==> src/rtl/bba_pkg.sv <==
// ----------------------------------------------------------------------------
// Bitmap block allocator package
// Field widths, request modes, status codes and chunk kinds shared by the
// allocator's ports and logic.
// ----------------------------------------------------------------------------
package bba_pkg;

    localparam int MODE_W   = 2;
    localparam int COUNT_W  = 7;
    localparam int ADDR_W   = 9;
    localparam int STATUS_W = 2;
    localparam int KIND_W   = 2;

    typedef logic [MODE_W-1:0]   t_mode;
    typedef logic [COUNT_W-1:0]  t_count;
    typedef logic [ADDR_W-1:0]   t_addr;
    typedef logic [STATUS_W-1:0] t_status;
    typedef logic [KIND_W-1:0]   t_kind;

    // request modes
    localparam t_mode MODE_ALLOC_ONE   = 2'd0;
    localparam t_mode MODE_ALLOC_ARRAY = 2'd1;
    localparam t_mode MODE_FREE        = 2'd2;
    localparam t_mode MODE_UNDEF       = 2'd3;

    // result status
    localparam t_status STATUS_OK      = 2'd0;
    localparam t_status STATUS_NOSPACE = 2'd1;
    localparam t_status STATUS_TOOBIG  = 2'd2;

    // chunk kinds
    localparam t_kind KIND_UNUSED = 2'd0;
    localparam t_kind KIND_SINGLE = 2'd1;
    localparam t_kind KIND_ARRAY  = 2'd2;

endpackage

==> src/rtl/bitmap_block_allocator_unit.sv <==
// ----------------------------------------------------------------------------
// Bitmap block allocator
// First-fit allocator over a pool of chunks, each with a free bitmap, kept in
// a chunk table with one write port and one read port, and walked by a small sequencer.
// ----------------------------------------------------------------------------
// One request is taken at a time. Each chunk record is read from the table
// in ST_READ and then evaluated in ST_EVAL, so an allocation walks the chunks
// in turn, at most NUM_CHUNKS of them; a single-block allocation then
// searches the chosen bitmap in ST_FIND one byte a cycle, through at most
// ceil(BLOCKS_PER_CHUNK/8) bytes. A changed record is written back in
// ST_WRITE, the result is loaded in ST_DONE once the output register is
// free, and the block is ready again the cycle after. A free walks the
// chunks until it reaches the addressed one. After reset the chunk table is
// swept clear, one chunk a cycle, and no request is taken until the sweep
// ends. A finished result waits in the output register; a new request can
// be taken meanwhile.
module bitmap_block_allocator_unit #(
    parameter int BLOCKS_PER_CHUNK = 64,
    parameter int NUM_CHUNKS       = 8
) (
    input  logic             i_clk,
    input  logic             i_rst_n,
    input  logic             i_valid,
    output logic             o_ready,
    input  bba_pkg::t_mode   i_mode,
    input  bba_pkg::t_count  i_block_count,
    input  bba_pkg::t_addr   i_free_address,
    output logic             o_valid,
    input  logic             i_ready,
    output bba_pkg::t_addr   o_block_address,
    output bba_pkg::t_status o_status
);
    import bba_pkg::*;

    localparam int IDX_W  = (NUM_CHUNKS > 1) ? $clog2(NUM_CHUNKS) : 1;
    localparam int OFF_W  = $clog2(BLOCKS_PER_CHUNK);
    localparam int BASE_W = $clog2(NUM_CHUNKS * BLOCKS_PER_CHUNK + 1);
    localparam int CMP_W  = (BASE_W > ADDR_W) ? BASE_W + 1 : ADDR_W + 1;
    localparam int GRP    = (BLOCKS_PER_CHUNK + 7) / 8;
    localparam int GRP_W  = (GRP > 1) ? $clog2(GRP) : 1;
    localparam int PAD_W  = GRP * 8;

    // sequencer states
    localparam logic [2:0] ST_CLEAR = 3'd0;
    localparam logic [2:0] ST_IDLE  = 3'd1;
    localparam logic [2:0] ST_READ  = 3'd2;
    localparam logic [2:0] ST_EVAL  = 3'd3;
    localparam logic [2:0] ST_FIND  = 3'd4;
    localparam logic [2:0] ST_WRITE = 3'd5;
    localparam logic [2:0] ST_DONE  = 3'd6;

    typedef struct packed {
        t_kind                       kind;
        t_count                      alen;
        logic [BLOCKS_PER_CHUNK-1:0] bmap;
    } t_chunk;

    localparam t_chunk CHUNK_UNUSED = '{kind: KIND_UNUSED, alen: '0, bmap: '1};
    localparam t_chunk CHUNK_FRESH  = '{kind: KIND_SINGLE, alen: '0, bmap: '1};

    // chunk table
    t_chunk mem [NUM_CHUNKS];
    t_chunk r_rdata;

    logic [2:0]        r_state, n_state;
    logic [IDX_W-1:0]  r_idx, n_idx;
    logic [BASE_W-1:0] r_base, n_base;
    t_mode             r_mode, n_mode;
    t_count            r_count, n_count;
    t_addr             r_faddr, n_faddr;
    logic              r_un_vld, n_un_vld;
    logic [IDX_W-1:0]  r_un_idx, n_un_idx;
    logic [BASE_W-1:0] r_un_base, n_un_base;
    logic [IDX_W-1:0]  r_sel_idx, n_sel_idx;
    logic [BASE_W-1:0] r_sel_base, n_sel_base;
    t_chunk            r_word, n_word;
    logic [GRP_W-1:0]  r_grp, n_grp;
    t_addr             r_res_addr, n_res_addr;
    t_status           r_res_status, n_res_status;
    logic              r_out_vld, n_out_vld;
    t_addr             r_out_addr, n_out_addr;
    t_status           r_out_status, n_out_status;

    logic              mem_we;
    logic [IDX_W-1:0]  mem_waddr;
    t_chunk            mem_wdata;

    logic              last_idx;
    logic              in_chunk;
    logic [OFF_W-1:0]  free_off;
    logic [OFF_W-1:0]  find_off;
    logic [CMP_W-1:0]  limit;
    logic [PAD_W-1:0]  pad_bmap;
    logic [7:0]        grp_bits;
    logic [2:0]        grp_pos;
    logic [BLOCKS_PER_CHUNK-1:0] arr_bmap;
    logic              too_big;

    assign o_ready         = (r_state == ST_IDLE);
    assign o_valid         = r_out_vld;
    assign o_block_address = r_out_addr;
    assign o_status        = r_out_status;

    // walk position and addressed chunk
    assign last_idx = (r_idx == IDX_W'(NUM_CHUNKS - 1));
    assign limit    = CMP_W'(r_base) + CMP_W'(BLOCKS_PER_CHUNK);
    assign in_chunk = (CMP_W'(r_faddr) < limit);
    assign free_off = OFF_W'(CMP_W'(r_faddr) - CMP_W'(r_base));
    assign too_big  = ({1'b0, i_block_count} > 8'(BLOCKS_PER_CHUNK));

    // byte-wise first-set-bit search
    assign pad_bmap = PAD_W'(r_word.bmap);
    assign grp_bits = 8'(pad_bmap >> {r_grp, 3'b000});

    always_comb begin
        grp_pos = '0;
        for (int b = 7; b >= 0; b--) begin
            if (grp_bits[b]) begin
                grp_pos = 3'(b);
            end
        end
    end

    assign find_off = OFF_W'({r_grp, grp_pos});

    // array bitmap: first r_count blocks used
    always_comb begin
        for (int b = 0; b < BLOCKS_PER_CHUNK; b++) begin
            arr_bmap[b] = (7'(b) >= r_count);
        end
    end

    // sequencer
    always_comb begin
        n_state      = r_state;
        n_idx        = r_idx;
        n_base       = r_base;
        n_mode       = r_mode;
        n_count      = r_count;
        n_faddr      = r_faddr;
        n_un_vld     = r_un_vld;
        n_un_idx     = r_un_idx;
        n_un_base    = r_un_base;
        n_sel_idx    = r_sel_idx;
        n_sel_base   = r_sel_base;
        n_word       = r_word;
        n_grp        = r_grp;
        n_res_addr   = r_res_addr;
        n_res_status = r_res_status;
        n_out_vld    = r_out_vld;
        n_out_addr   = r_out_addr;
        n_out_status = r_out_status;
        mem_we       = 1'b0;
        mem_waddr    = r_sel_idx;
        mem_wdata    = r_word;

        // drop a taken result
        if (r_out_vld && i_ready) begin
            n_out_vld = 1'b0;
        end

        case (r_state)
            ST_CLEAR: begin
                mem_we    = 1'b1;
                mem_waddr = r_idx;
                mem_wdata = CHUNK_UNUSED;
                if (last_idx) begin
                    n_state = ST_IDLE;
                end else begin
                    n_idx = r_idx + 1'b1;
                end
            end

            ST_IDLE: begin
                if (i_valid) begin
                    n_mode       = i_mode;
                    n_count      = (i_block_count == '0) ? COUNT_W'(1) : i_block_count;
                    n_faddr      = i_free_address;
                    n_idx        = '0;
                    n_base       = '0;
                    n_un_vld     = 1'b0;
                    n_grp        = '0;
                    n_res_addr   = '0;
                    n_res_status = STATUS_NOSPACE;
                    if (i_mode == MODE_UNDEF) begin
                        n_state = ST_DONE;
                    end else if (i_mode == MODE_ALLOC_ARRAY && too_big) begin
                        n_res_status = STATUS_TOOBIG;
                        n_state      = ST_DONE;
                    end else begin
                        n_state = ST_READ;
                    end
                end
            end

            ST_READ: begin
                n_state = ST_EVAL;
            end

            ST_EVAL: begin
                n_sel_idx  = r_idx;
                n_sel_base = r_base;
                case (r_mode)
                    MODE_ALLOC_ONE: begin
                        if (r_rdata.kind == KIND_SINGLE && |r_rdata.bmap) begin
                            n_word  = r_rdata;
                            n_state = ST_FIND;
                        end else begin
                            // remember the lowest unused chunk as fallback
                            if (r_rdata.kind == KIND_UNUSED && !r_un_vld) begin
                                n_un_vld  = 1'b1;
                                n_un_idx  = r_idx;
                                n_un_base = r_base;
                            end
                            if (last_idx) begin
                                if (n_un_vld) begin
                                    n_sel_idx  = n_un_idx;
                                    n_sel_base = n_un_base;
                                    n_word     = CHUNK_FRESH;
                                    n_state    = ST_FIND;
                                end else begin
                                    n_state = ST_DONE;
                                end
                            end else begin
                                n_idx   = r_idx + 1'b1;
                                n_base  = r_base + BASE_W'(BLOCKS_PER_CHUNK);
                                n_state = ST_READ;
                            end
                        end
                    end

                    MODE_ALLOC_ARRAY: begin
                        if (r_rdata.kind == KIND_UNUSED) begin
                            n_word.kind  = KIND_ARRAY;
                            n_word.alen  = r_count;
                            n_word.bmap  = arr_bmap;
                            n_res_addr   = ADDR_W'(r_base);
                            n_res_status = STATUS_OK;
                            n_state      = ST_WRITE;
                        end else if (last_idx) begin
                            n_state = ST_DONE;
                        end else begin
                            n_idx   = r_idx + 1'b1;
                            n_base  = r_base + BASE_W'(BLOCKS_PER_CHUNK);
                            n_state = ST_READ;
                        end
                    end

                    MODE_FREE: begin
                        if (in_chunk) begin
                            n_state = ST_DONE;
                            if (r_rdata.kind == KIND_UNUSED) begin
                                n_state = ST_DONE;
                            end else if (r_rdata.kind == KIND_ARRAY && free_off == '0
                                         && r_rdata.alen != '0) begin
                                // release the whole run
                                n_word       = CHUNK_UNUSED;
                                n_res_addr   = r_faddr;
                                n_res_status = STATUS_OK;
                                n_state      = ST_WRITE;
                            end else if (!r_rdata.bmap[free_off]) begin
                                n_word                = r_rdata;
                                n_word.bmap[free_off] = 1'b1;
                                n_res_addr            = r_faddr;
                                n_res_status          = STATUS_OK;
                                n_state               = ST_WRITE;
                            end
                        end else if (last_idx) begin
                            n_state = ST_DONE;
                        end else begin
                            n_idx   = r_idx + 1'b1;
                            n_base  = r_base + BASE_W'(BLOCKS_PER_CHUNK);
                            n_state = ST_READ;
                        end
                    end

                    default: begin
                        n_state = ST_DONE;
                    end
                endcase
            end

            ST_FIND: begin
                if (grp_bits != '0) begin
                    n_word.bmap[find_off] = 1'b0;
                    n_res_addr   = ADDR_W'(CMP_W'(r_sel_base) + CMP_W'(find_off));
                    n_res_status = STATUS_OK;
                    n_state      = ST_WRITE;
                end else if (r_grp == GRP_W'(GRP - 1)) begin
                    n_state = ST_DONE;
                end else begin
                    n_grp = r_grp + 1'b1;
                end
            end

            ST_WRITE: begin
                mem_we    = 1'b1;
                mem_waddr = r_sel_idx;
                mem_wdata = r_word;
                n_state   = ST_DONE;
            end

            ST_DONE: begin
                // hold until the output register is free
                if (!r_out_vld || i_ready) begin
                    n_out_vld    = 1'b1;
                    n_out_addr   = r_res_addr;
                    n_out_status = r_res_status;
                    n_state      = ST_IDLE;
                end
            end

            default: begin
                n_state = ST_IDLE;
            end
        endcase
    end

    // chunk table port
    always_ff @(posedge i_clk) begin
        if (mem_we) begin
            mem[mem_waddr] <= mem_wdata;
        end
        r_rdata <= mem[r_idx];
    end

    // control registers
    always_ff @(posedge i_clk) begin
        if (!i_rst_n) begin
            r_state   <= ST_CLEAR;
            r_idx     <= '0;
            r_out_vld <= 1'b0;
        end else begin
            r_state   <= n_state;
            r_idx     <= n_idx;
            r_out_vld <= n_out_vld;
        end
    end

    // payload registers
    always_ff @(posedge i_clk) begin
        r_base       <= n_base;
        r_mode       <= n_mode;
        r_count      <= n_count;
        r_faddr      <= n_faddr;
        r_un_vld     <= n_un_vld;
        r_un_idx     <= n_un_idx;
        r_un_base    <= n_un_base;
        r_sel_idx    <= n_sel_idx;
        r_sel_base   <= n_sel_base;
        r_word       <= n_word;
        r_grp        <= n_grp;
        r_res_addr   <= n_res_addr;
        r_res_status <= n_res_status;
        r_out_addr   <= n_out_addr;
        r_out_status <= n_out_status;
    end

endmodule
==> config.mk <==
export PLATFORM = sky130hd
export DESIGN_NAME = bitmap_block_allocator_unit
export DESIGN_NICKNAME = d
export VERILOG_FILES = /design/src/rtl/bba_pkg.sv /design/src/rtl/bitmap_block_allocator_unit.sv
export SDC_FILE = /design/constraint.sdc
export NUM_CORES = 1
export LEC_CHECK = 0
export BUFFER_PORTS_ARGS = -buffer_cell sky130_fd_sc_hd__buf_2
export CAP_MARGIN = 20
export CORE_MARGIN = 1.5
export CORE_UTILIZATION = 47
export CTS_CLUSTER_DIAMETER = 60
export DETAILED_ROUTE_END_ITERATION = 10
export HOLD_SLACK_MARGIN = 0.03
export SLEW_MARGIN = 20
export SYNTH_ARGS = -nofsm -noshare
export SYNTH_HDL_FRONTEND = slang
export SYNTH_SLANG_ARGS = --single-unit
==> constraint.sdc <==
create_clock -name i_clk -period 7.3 [get_ports i_clk]
set_clock_uncertainty 0.1 [all_clocks]
set_input_delay 1.095 -clock i_clk [delete_from_list [all_inputs] [get_ports i_clk]]
set_output_delay 1.095 -clock i_clk [all_outputs]
set_load 0.02 [all_outputs]
Word level (Yosys, flattened, before mapping)
Memory sizes are Yosys's and may differ from the RTL's. A register that Yosys moved wholly into a read port is not among the register bits.
Cells that the tools add are included.
- $add $sub $neg: 6
- magnitude comparators: 70
- equal/unequal tests: 40
- shift-type cells: 1
- multiplexer cells: 106
- bitwise gates (word level): 4
- reduce and logical (&&, ||, !) cells: 37
- operators with widths (operator ; number):
    73-bit 2-to-1 mux ; 9
    6-bit by 7-bit greater-or-equal comparator with 1-bit output (first input constant) ; 32
    73-bit one-hot mux with 3 select lines ; 1
    64-bit one-hot mux with 2 select lines ; 1
    5-bit by 7-bit greater-or-equal comparator with 1-bit output (first input constant) ; 16
    3-bit 2-to-1 mux ; 33
    9-bit 2-to-1 mux ; 11
    64-bit bitwise AND ; 1
    64-bit 2-to-1 mux ; 1
    64-bit inverter ; 1
    64-bit OR ; 1
    64-bit OR reduction ; 1
    64-bit by 6-bit >> shifter with 8-bit output ; 1
    10-bit 2-to-1 mux ; 6
    4-bit by 7-bit greater-or-equal comparator with 1-bit output (first input constant) ; 8
    3-bit != test (second input constant) ; 10
    10-bit one-hot mux with 3 select lines ; 1
    3-bit by 7-bit greater-or-equal comparator with 1-bit output (first input constant) ; 4
    3-bit one-hot mux with 3 select lines ; 3
    9-bit one-hot mux with 3 select lines ; 1
    2-bit 2-to-1 mux ; 13
    3-bit one-hot mux with 7 select lines ; 1
    2-bit != test (second input constant) ; 10
    10-bit one-hot mux with 2 select lines ; 1
    other kinds (47) ; 97
- register bits after elaboration: 159
- memory bits (writable): 584
- word-level logic and storage cells: 285
- memories kept: 1
- memory list (name ; words ; bits a word ; read ports ; clocked after memory_dff ; wr ports ; RTL line ; RTL):
    mem ; 8 ; 73 ; 1 ; 1 ; 1 ; bitmap_block_allocator_unit.sv:62 ; t_chunk mem [NUM_CHUNKS];

Depth between registers and ports, before layout
Gate-level depths: netlist (run 1).
- depth after elaboration: 17
- depth in mapped cells: 17
- mapped depth without buffers: 14

Worst setup path before layout (run 1)
No wires, ideal clock.
- path type: register -> register
- start point: reg r_grp[2]
- end point: reg r_word (netlist bit pad_bmap[0]) (enable)
- arrival time: 6.177 ns
- data required time: 6.626 ns
- path slack: 0.449 ns
- stages on the path, launching flop included: 7
- path buffers: 2
- period minus slack after synthesis: 6.851 ns
- path through: edfxtp_1 -> buf_1 -> buf_1 -> mux2i_1 -> and4_1 -> nor3b_1 -> o21ai_0
- longest elaborated chain between the ends: 4
- RTL lines (item ; RTL line ; RTL):
    start, declared ; bitmap_block_allocator_unit.sv:77 ; logic [GRP_W-1:0] r_grp, n_grp;
    start signal, assigned ; bitmap_block_allocator_unit.sv:352 ; r_grp <= n_grp;
    64-bit by 6-bit >> shifter with 8-bit output ; bitmap_block_allocator_unit.sv:113 ; assign grp_bits = 8'(pad_bmap >> {r_grp, 3'b000});
    8-bit nonzero test ; bitmap_block_allocator_unit.sv:284 ; if (grp_bits != '0) begin
    2-bit != test (no source line) ; -- ;
    9-bit AND reduction (no source line) ; -- ;
    end signal, assigned ; bitmap_block_allocator_unit.sv:351 ; r_word <= n_word;
    end, declared ; bitmap_block_allocator_unit.sv:76 ; t_chunk r_word, n_word;
No other way between the ends.
A chain may end at the register's enable or synchronous reset.

Final worst setup path (run 1)
- start point: reg r_faddr[0]
- end point: reg r_word (netlist bit pad_bmap[35]) (enable)
- longest elaborated chain between the ends: 6
- elaborated cells between the ends (all ways): 10
- those cells by class: 1 x add/sub; 1 x order compare; 2 x eq/ne; 2 x mux; 4 x reduce/logical
- RTL lines (item ; RTL line ; RTL):
    start, declared ; bitmap_block_allocator_unit.sv:70 ; t_addr r_faddr, n_faddr;
    start signal, assigned ; bitmap_block_allocator_unit.sv:345 ; r_faddr <= n_faddr;
    parallel branches: the longest is 5 deep, another holds 6-bit subtractor ; -- ;
    9-bit AND reduction (no source line) (*) ; -- ;
Every way passes the cells marked *. The select of a mux whose other input is x is not followed.

==> results.txt, run 1 <==
----------------------------------------------------
[Status]
  Status ... finished clean

[Yosys]
  Sequential fraction of the synthesis area ... 0.672
  Synthesized area per cell ... 14.6 um2
  Register bit total from synthesis ... ~800
  Top flip-flop cell by instance count after synthesis ... edfxtp_1
  Post-synthesis net count ... 2439
  Number of synthesis warnings ... 0
  Synth Instances ... 2400
  Synth cell types ... between 70 and 80
  Share of flip-flops with an asynchronous set or reset after synthesis ... 0
  Number of synthesized flops with an enable pin ... around 730
  Area of the mapped netlist ... 0.0350 mm2

[Timing]
  Slew at the pin with the worst max-slew slack ... about 1200 ps
  Final setup violation count ... 0
  Highest Clock Rate ... between 200 and 250 MHz
  Relative slew margins ... 0.184
  Unrepaired setup endpoints after global routing ... false
  Period utilization ... 0.638
  Setup TNS ... 0 ps
  Final count of hold timing violations ... 0
  Final critical delay including setup and external delays ... 4660 ps
  Final Hold Slack ... 318 ps
  Final-report max-slew violation count ... 0

[Pwr]
  Leakage component of the power ... roughly 12 nW
  Power per cell area ... around 270 mW/mm2
  Highest ir drop seen on vdd ... 0.176 mV

[Layout]
  Final net count ... 2439
  Top library cells by usage in the layout, fill and taps aside ... edfxtp_1 (729), nand2_1 (325), mux4_2 (152), o21ai_0 (122), a21oi_1 (108)
  Most frequent standard cell in the layout excluding fill and tap cells ... edfxtp_1
  Relative area change from synthesis to final layout ... 12.0%
  Fraction of final layout cells with drive strength greater than 1 ... 0.200

[Clocking]
  Number of levels the H-tree was split into ... 3
  Clock buffer depth ... 3
  Number of clock buffers inserted by TritonCTS ... between 80 and 90
  TritonCTS clock tree ... done
  Clock root buffer master ... clkbuf_16
  Number of buffers added to fix hold violations after cts ... 0
  Number of cells upsized or downsized after cts ... 0
  Post-CTS Repair Setup Buffers ... 0
  Clock slew at the register clock pins of the worst setup and hold paths ... approximately 60 ps
  Clock Sink Count ... between 800 and 900
  Clock latency on the worst-skew pair ... between 600 and 700 ps

[Setup path]
  Kind of start point of the critical path ... flip-flop
  Top Family by Delay on Critical Path ... buffers and inverters
  Worst setup path category ... reg2reg
  Data arrival at the endpoint of the critical path ... between 4000 and 5000 ps
  Top fanout value on the critical path ... 64
  Highest-delay cell along the critical path ... edfxtp_1
  Top cell by count, worst path ... buf_4
  Critical Path Sink Type ... flip-flop
  Largest stage delay on the critical path ... around 790 ps
  Buf/Inv on CP ... 3
  Crit path required time ... about 7500 ps
  Ordered cell list for the critical path ... nor3_1 -> buf_4 -> nand2_1 -> nor4b_4 -> buf_4 -> a221o_1 -> or4_1 -> o311ai_1 -> a2111o_1 -> o21ai_4 -> buf_4

[Global routing]
  Total grt overflow ... 0
  Vias in the first global route ... 21347
  Overall Global Routing Usage ... 0.283
  Initial antenna violation count ... 3
  Maximum number of pins on one net before global-route repair ... 102
  Global-route wire length before repair ... 154 mm

[Drt]
  Remaining routing DRC violations ... 0
  Vias per std cell ... around 6.4
  Avg WL per Cell ... 30.9 um
  Initial detailed-routing violation count ... approximately 2900
  Number of iterations in the first detailed-routing pass ... 6
  Final Routed Wirelength ... roughly 110 mm
  Number of routed nets with antenna violations ... 0
  Via count ... 22124

[Floorplan]
  Die footprint ... between 0.07 and 0.08 mm2
  Horizontal extent of the die ... ~280 um
  Placeable core region ... about 0.073 mm2
  Ports ... 35
  Count of standard-cell rows ... between 90 and 100
  Initial cell density of the core ... 0.477
  Vertical extent of the die ... 276 um

[Placed design]
  Post-detailed-placement half-perimeter wirelength ... 67.6 mm
  PortBufs ... 34
  Placer congestion estimate ... ~1.0

[Flow run]
  Max-capacitance violation count ... 0

[Worst hold path]
  Hold Crit Class ... reg2reg

----------------------------------------------------
-- state kept, by name, indices dropped and copies added (netlist names), named ones only --
signal	cells
r_grp	3
r_idx	3
r_count	7
r_un_vld	1
o_block_address	9
r_sel_base	9
r_sel_idx	3
o_status	2
r_res_status	2
r_base	4
r_res_addr	9
mem	584
r_rdata	73
pad_bmap	64
r_word	9
o_valid	1
r_state	3
r_un_base	6
r_mode	2
r_faddr	9
-- routing by layer --
metal,vias up,wire (um),share of wire,global-route usage
li1,9375,-,-,-
met1,11377,45000,0.42,0.404
met2,1128,48500,0.46,0.434
met3,240,8160,0.077,0.0526
met4,4,4430,0.042,0.106
met5,-,27,0.00025,0
-- worst register-to-register path, cell delays in order, from the launching register on --
cell and delay, ps:
edfxtp_1 790, nor3_1 330, buf_4 240, nand2_1 130, nor4b_4 250, buf_4 450, a221o_1 210, or4_1 100
o311ai_1 200, a2111o_1 540, o21ai_4 70, buf_4 730
-- metrics by stage --
| step | setup WS (ps) | total power (W) | instances | instance area [um2] | utilization |
|---|---|---|---|---|---|
| 2_1_floorplan | 449 | 0.00577 | 2400 | 35000 | - |
| 3_3_place_gp | 2810 | 0.00607 | 3268 | 36100 | 0.493 |
| 3_5_place_dp | 2780 | 0.00607 | 3268 | 36100 | 0.493 |
| 4_1_cts | 2740 | 0.0106 | 3434 | 39200 | 0.534 |
| 5_1_grt | 2510 | 0.0109 | 3434 | 39200 | 0.534 |
| 6_report | 2640 | 0.0106 | 3435 | 39200 | 0.534 |
-- cell families after synthesis --
| logic type | count (synthesis) | share of synthesized area |
|---|---|---|
| AOI/OAI and AO/OA | 481 | 0.0904 |
| muxes | 198 | 0.116 |
| buffers and inverters | 196 | 0.0221 |
| adders and majority gates | 18 | 0.00637 |
| xor gates and xnor gates | 8 | 0.00200 |
| and+or+nand+nor | 690 | 0.0917 |
| DFF | 809 | 0.672 |
-- synthesized netlist by cell type (all sizes together) (5+ instances only) --
cell type	number	area (um2)
a211oi	13	97.6
a21o	5	37.5
a21oi	108	541
a22o	6	52.6
a31o	6	52.6
a31oi	19	119
a32o	13	130
and2	19	119
and3	14	87.6
buf	47	213
clkbuf	120	450
dfxtp	80	1600
edfxtp	729	21900
ha	17	213
inv	27	101
mux2	21	236
mux2i	16	160
mux4	161	3660
nand2	326	1220
nand2b	10	62.6
nand3	20	100
nand4	8	50.1
nor2	109	409
nor2b	23	144
nor3	34	170
nor3b	7	52.6
nor4	22	138
o211ai	12	90.1
o21ai	130	651
o21bai	18	135
o221ai	17	149
o22ai	34	213
o311a	16	160
o311ai	22	193
o31ai	21	163
o32ai	5	43.8
or2	74	463
or3	10	62.6
xnor2	5	43.8
-- path summary, 6_finish.rpt --
path | start | end | slack [ps] | cells past startpoint
worst max-delay path | r_faddr[0] | pad_bmap[35] | 2640 | 11
worst min-delay path | r_res_addr[2] | o_block_address[2] | 320 | 0
worst max register to register | r_faddr[0] | pad_bmap[35] | 2640 | 11
worst min register to register | r_res_addr[2] | o_block_address[2] | 320 | 0
-- report_power, final --
group / internal [W] / switching, W / total, W / leakage [nW]
Clock: 0.00277 / 0.00184 / 0.00460 / 1.46
Sequential: 0.00516 / 0.000159 / 0.00532 / 6.38
Combinational: 0.000232 / 0.000424 / 0.000656 / 3.90
Total: 0.00816 / 0.00242 / 0.0106 / 11.7
-- layout make-up --
| type | instances | area (um2) |
|---|---|---|
| fillers | 5923 | 34200 |
| clock buffers | 113 | 2400 |
| flip-flops and latches | 809 | 23500 |
| diodes | 1 | 2.50 |
| inverters | 29 | 109 |
| clock inverters | 53 | 612 |
| well taps | 959 | 1200 |
| repair buffers | 76 | 485 |
| multi-input cells | 1395 | 10900 |
Power figures use the tool's default switching activity.
==> run 2: changes to the inputs <==
- clock period: 7.3 -> 3.8 ns (I/O delays scaled with it)
==> run 2 against run 1 <==
- the flow now finishes with violations (setup timing)
- combinational power grew 120%
- clock power increased by 79%
- core utilization rose by 2.4 points
- worst setup slack lost 2700 ps
- global-route usage grew 1.0 points
- largest power group unchanged
==> results.txt, run 2 (same netlist as run 1, synthesis figures left out) <==
----------------------------------------------------
[Global routing]
  Total grt overflow ... 0 (unchanged)
  Vias in the first global route ... 22530 (was 21347)
  Global-route wire length before repair ... 160 mm (was 154 mm)
  Maximum number of pins on one net before global-route repair ... 102 (unchanged)
  Overall Global Routing Usage ... 0.293 (was 0.283)
  Initial antenna violation count ... 5 (was 3)

[Pwr]
  Power share of the combinational group ... 0.073 (was 0.062)
  Power after layout ... 0.0198 W (was 0.0106 W)
  Power per cell area ... 485 mW/mm2 (was 270 mW/mm2)
  Proportion of power drawn by the clock network ... 0.415 (was 0.435)
  P_sw ... 0.00457 W (was 0.00242 W)
  Sw Ratio ... 0.230 (was 0.229)
  Sequential share of power ... 0.512 (was 0.503)
  Leakage component of the power ... 12.7 nW (was 11.7 nW)
  Highest ir drop seen on vdd ... 0.446 mV (was 0.176 mV)
  Cell-internal power ... 0.0153 W (was 0.00816 W)

[Floorplan]
  Ports ... 35 (unchanged)
  Count of standard-cell rows ... 99 (unchanged)
  Placeable core region ... 0.0733 mm2 (unchanged)
  Horizontal extent of the die ... 276 um (unchanged)
  Die footprint ... 0.0761 mm2 (unchanged)
  Vertical extent of the die ... 276 um (unchanged)
  Initial cell density of the core ... 0.477 (unchanged)

[Setup path]
  Crit path required time ... 4090 ps (was 7450 ps)
  Critical Path Sink Type ... flip-flop (unchanged)
  Worst setup path category ... reg2reg (unchanged)
  Kind of start point of the critical path ... flip-flop (unchanged)
  Top fanout value on the critical path ... 6 (was 64)
  Data arrival at the endpoint of the critical path ... 4150 ps (was 4810 ps)

[Drt]
  Number of iterations in the first detailed-routing pass ... 6 (unchanged)
  Avg WL per Cell ... 30.3 um (was 30.9 um)
  Via count ... 22951 (was 22124)
  Initial detailed-routing violation count ... 2738 (was 2911)
  Number of routed nets with antenna violations ... 0 (unchanged)
  Final Routed Wirelength ... 110 mm (was 106 mm)
  Vias per std cell ... 6.33 (was 6.44)
  Remaining routing DRC violations ... 0 (unchanged)

[Layout]
  Top library cells by usage in the layout, fill and taps aside ... edfxtp_1 (729), nand2_1 (326), buf_4 (191), mux4_2 (156), o21ai_0 (122) (was edfxtp_1 (729), nand2_1 (325), mux4_2 (152), o21ai_0 (122), a21oi_1 (108))
  Final net count ... 2631 (was 2439)
  Register name with the most flops ... mem (unchanged)
  Fin area ... 0.0409 mm2 (was 0.0392 mm2)
  Most frequent standard cell in the layout excluding fill and tap cells ... edfxtp_1 (unchanged)
  Relative area change from synthesis to final layout ... 16.9% (was 12.0%)
  Largest register FFs ... 584 (unchanged)
  Fraction of final layout cells with drive strength greater than 1 ... 0.254 (was 0.200)

[Timing]
  Unrepaired setup endpoints after global routing ... true (was false)
  Slew at the pin with the worst max-slew slack ... 976 ps (was 1220 ps)
  Highest Clock Rate ... 259 MHz (was 215 MHz)
  Relative slew margins ... 0.348 (was 0.184)
  Setup TNS ... -76.9 ps (was 0 ps)
  PnR worst setup slack ... -67.5 ps (was 2640 ps)
  Final count of hold timing violations ... 0 (unchanged)
  Final critical delay including setup and external delays ... 3870 ps (was 4660 ps)
  Final-report max-slew violation count ... 0 (unchanged)
  Period utilization ... 1.02 (was 0.638)
  Final setup violation count ... 3 (was 0)

[Status]
  Failing checks ... setup timing
  Status ... finished, violations left (was finished clean)

[Worst hold path]
  Hold Crit Class ... in2reg (was reg2reg)

[Clocking]
  Number of clock buffers inserted by TritonCTS ... 85 (was 89)
  Clock Sink Count ... 809 (unchanged)
  TritonCTS clock tree ... done (unchanged)
  Clock root buffer master ... clkbuf_16 (unchanged)
  Clock latency on the worst-skew pair ... 640 ps (was 650 ps)
  Number of levels the H-tree was split into ... 3 (unchanged)
  Clock buffer depth ... 3 (unchanged)
  Clock slew at the register clock pins of the worst setup and hold paths ... 60 ps (about the same)

[Flow run]
  Max-capacitance violation count ... 0 (unchanged)

[Placed design]
  Placer congestion estimate ... 1.04 (was 1.05)
  Pre-CTS setup slack ... -171 ps (was 2780 ps)
  Placed Area ... 0.0378 mm2 (was 0.0361 mm2)
  Post-detailed-placement half-perimeter wirelength ... 72.9 mm (was 67.6 mm)
  PortBufs ... 34 (unchanged)

----------------------------------------------------
## run 2: layout make-up
| type | instances | area, um2 |
|---|---|---|
| Sequential cell | 809 | 23500 |
| Timing Repair Buffer | 272 | 2390 |
| Antenna cell | 2 | 5.00 |
| Fill cell | 5970 | 32400 |
| Multi-Input combinational cell | 1395 | 10900 |
| Clock inverter | 36 | 354 |
| Tap cell | 959 | 1200 |
| Clock buffer | 121 | 2430 |
| Inverter | 29 | 110 |
## run 2: stage by stage
stage | std cells | util | hold WS (ps)
floorplan | 2400 | - | 300
global placement | 3446 | 0.515 | 307
global route | 3621 | 0.558 | 52.5
finish | 3623 | 0.558 | 64.9
CTS | 3619 | 0.556 | 40.6
detailed placement | 3447 | 0.516 | 305
## run 2: critical path: stages, from the launching register on
cell,delay [ps]
edfxtp_1,440
buf_6,180
mux4_2,580
mux2i_2,210
o21ai_2,90
a21oi_2,160
o21ai_1,90
a32oi_2,300
inv_2,110
ha_4,190
buf_6,110
maj3_1,400
a31oi_4,230
o21a_1,180
xnor2_1,70
a22o_1,170
## run 2: path summary, 6_finish.rpt
check	from	to	slack (ps)	depth (start not counted)
setup / recovery	r_grp[0]	r_res_addr[5]	-70	15
hold / removal	i_mode[0]	r_mode[0]	60	1
setup reg to reg	r_grp[0]	r_res_addr[5]	-70	15
hold reg to reg	r_res_status[0]	o_status[0]	320	0
## run 2: layer usage
| metal | vias to the layer above | global-route usage | wire [um] |
|---|---|---|---|
| met1 | 11887 | 0.421 | 47100 |
| met2 | 1042 | 0.445 | 49700 |
| met5 | - | 0 | 37 |
| met4 | 6 | 0.117 | 4740 |
| met3 | 262 | 0.0531 | 8330 |
| li1 | 9754 | - | - |
## run 2: power groups by stage
stage          registers, W  clock network [W]  logic, W
2_1_floorplan        0.0102                  0  0.000877
3_3_place_gp         0.0103                  0   0.00143
3_5_place_dp         0.0103                  0   0.00145
4_1_cts              0.0101            0.00839   0.00146
5_1_grt              0.0101            0.00870   0.00156
6_report             0.0101            0.00824   0.00144
## run 2: repair_timing
action | in CTS | in global routing
endpoints found under the hold margin | 14 | 0
pin swaps | 8 | 12
gates resized for setup | 13 | 13
setup endpoints to repair | 6 | 26
hold buffers | 14 | 0
setup buffers | 1 | 1
cloned | 0 | 1
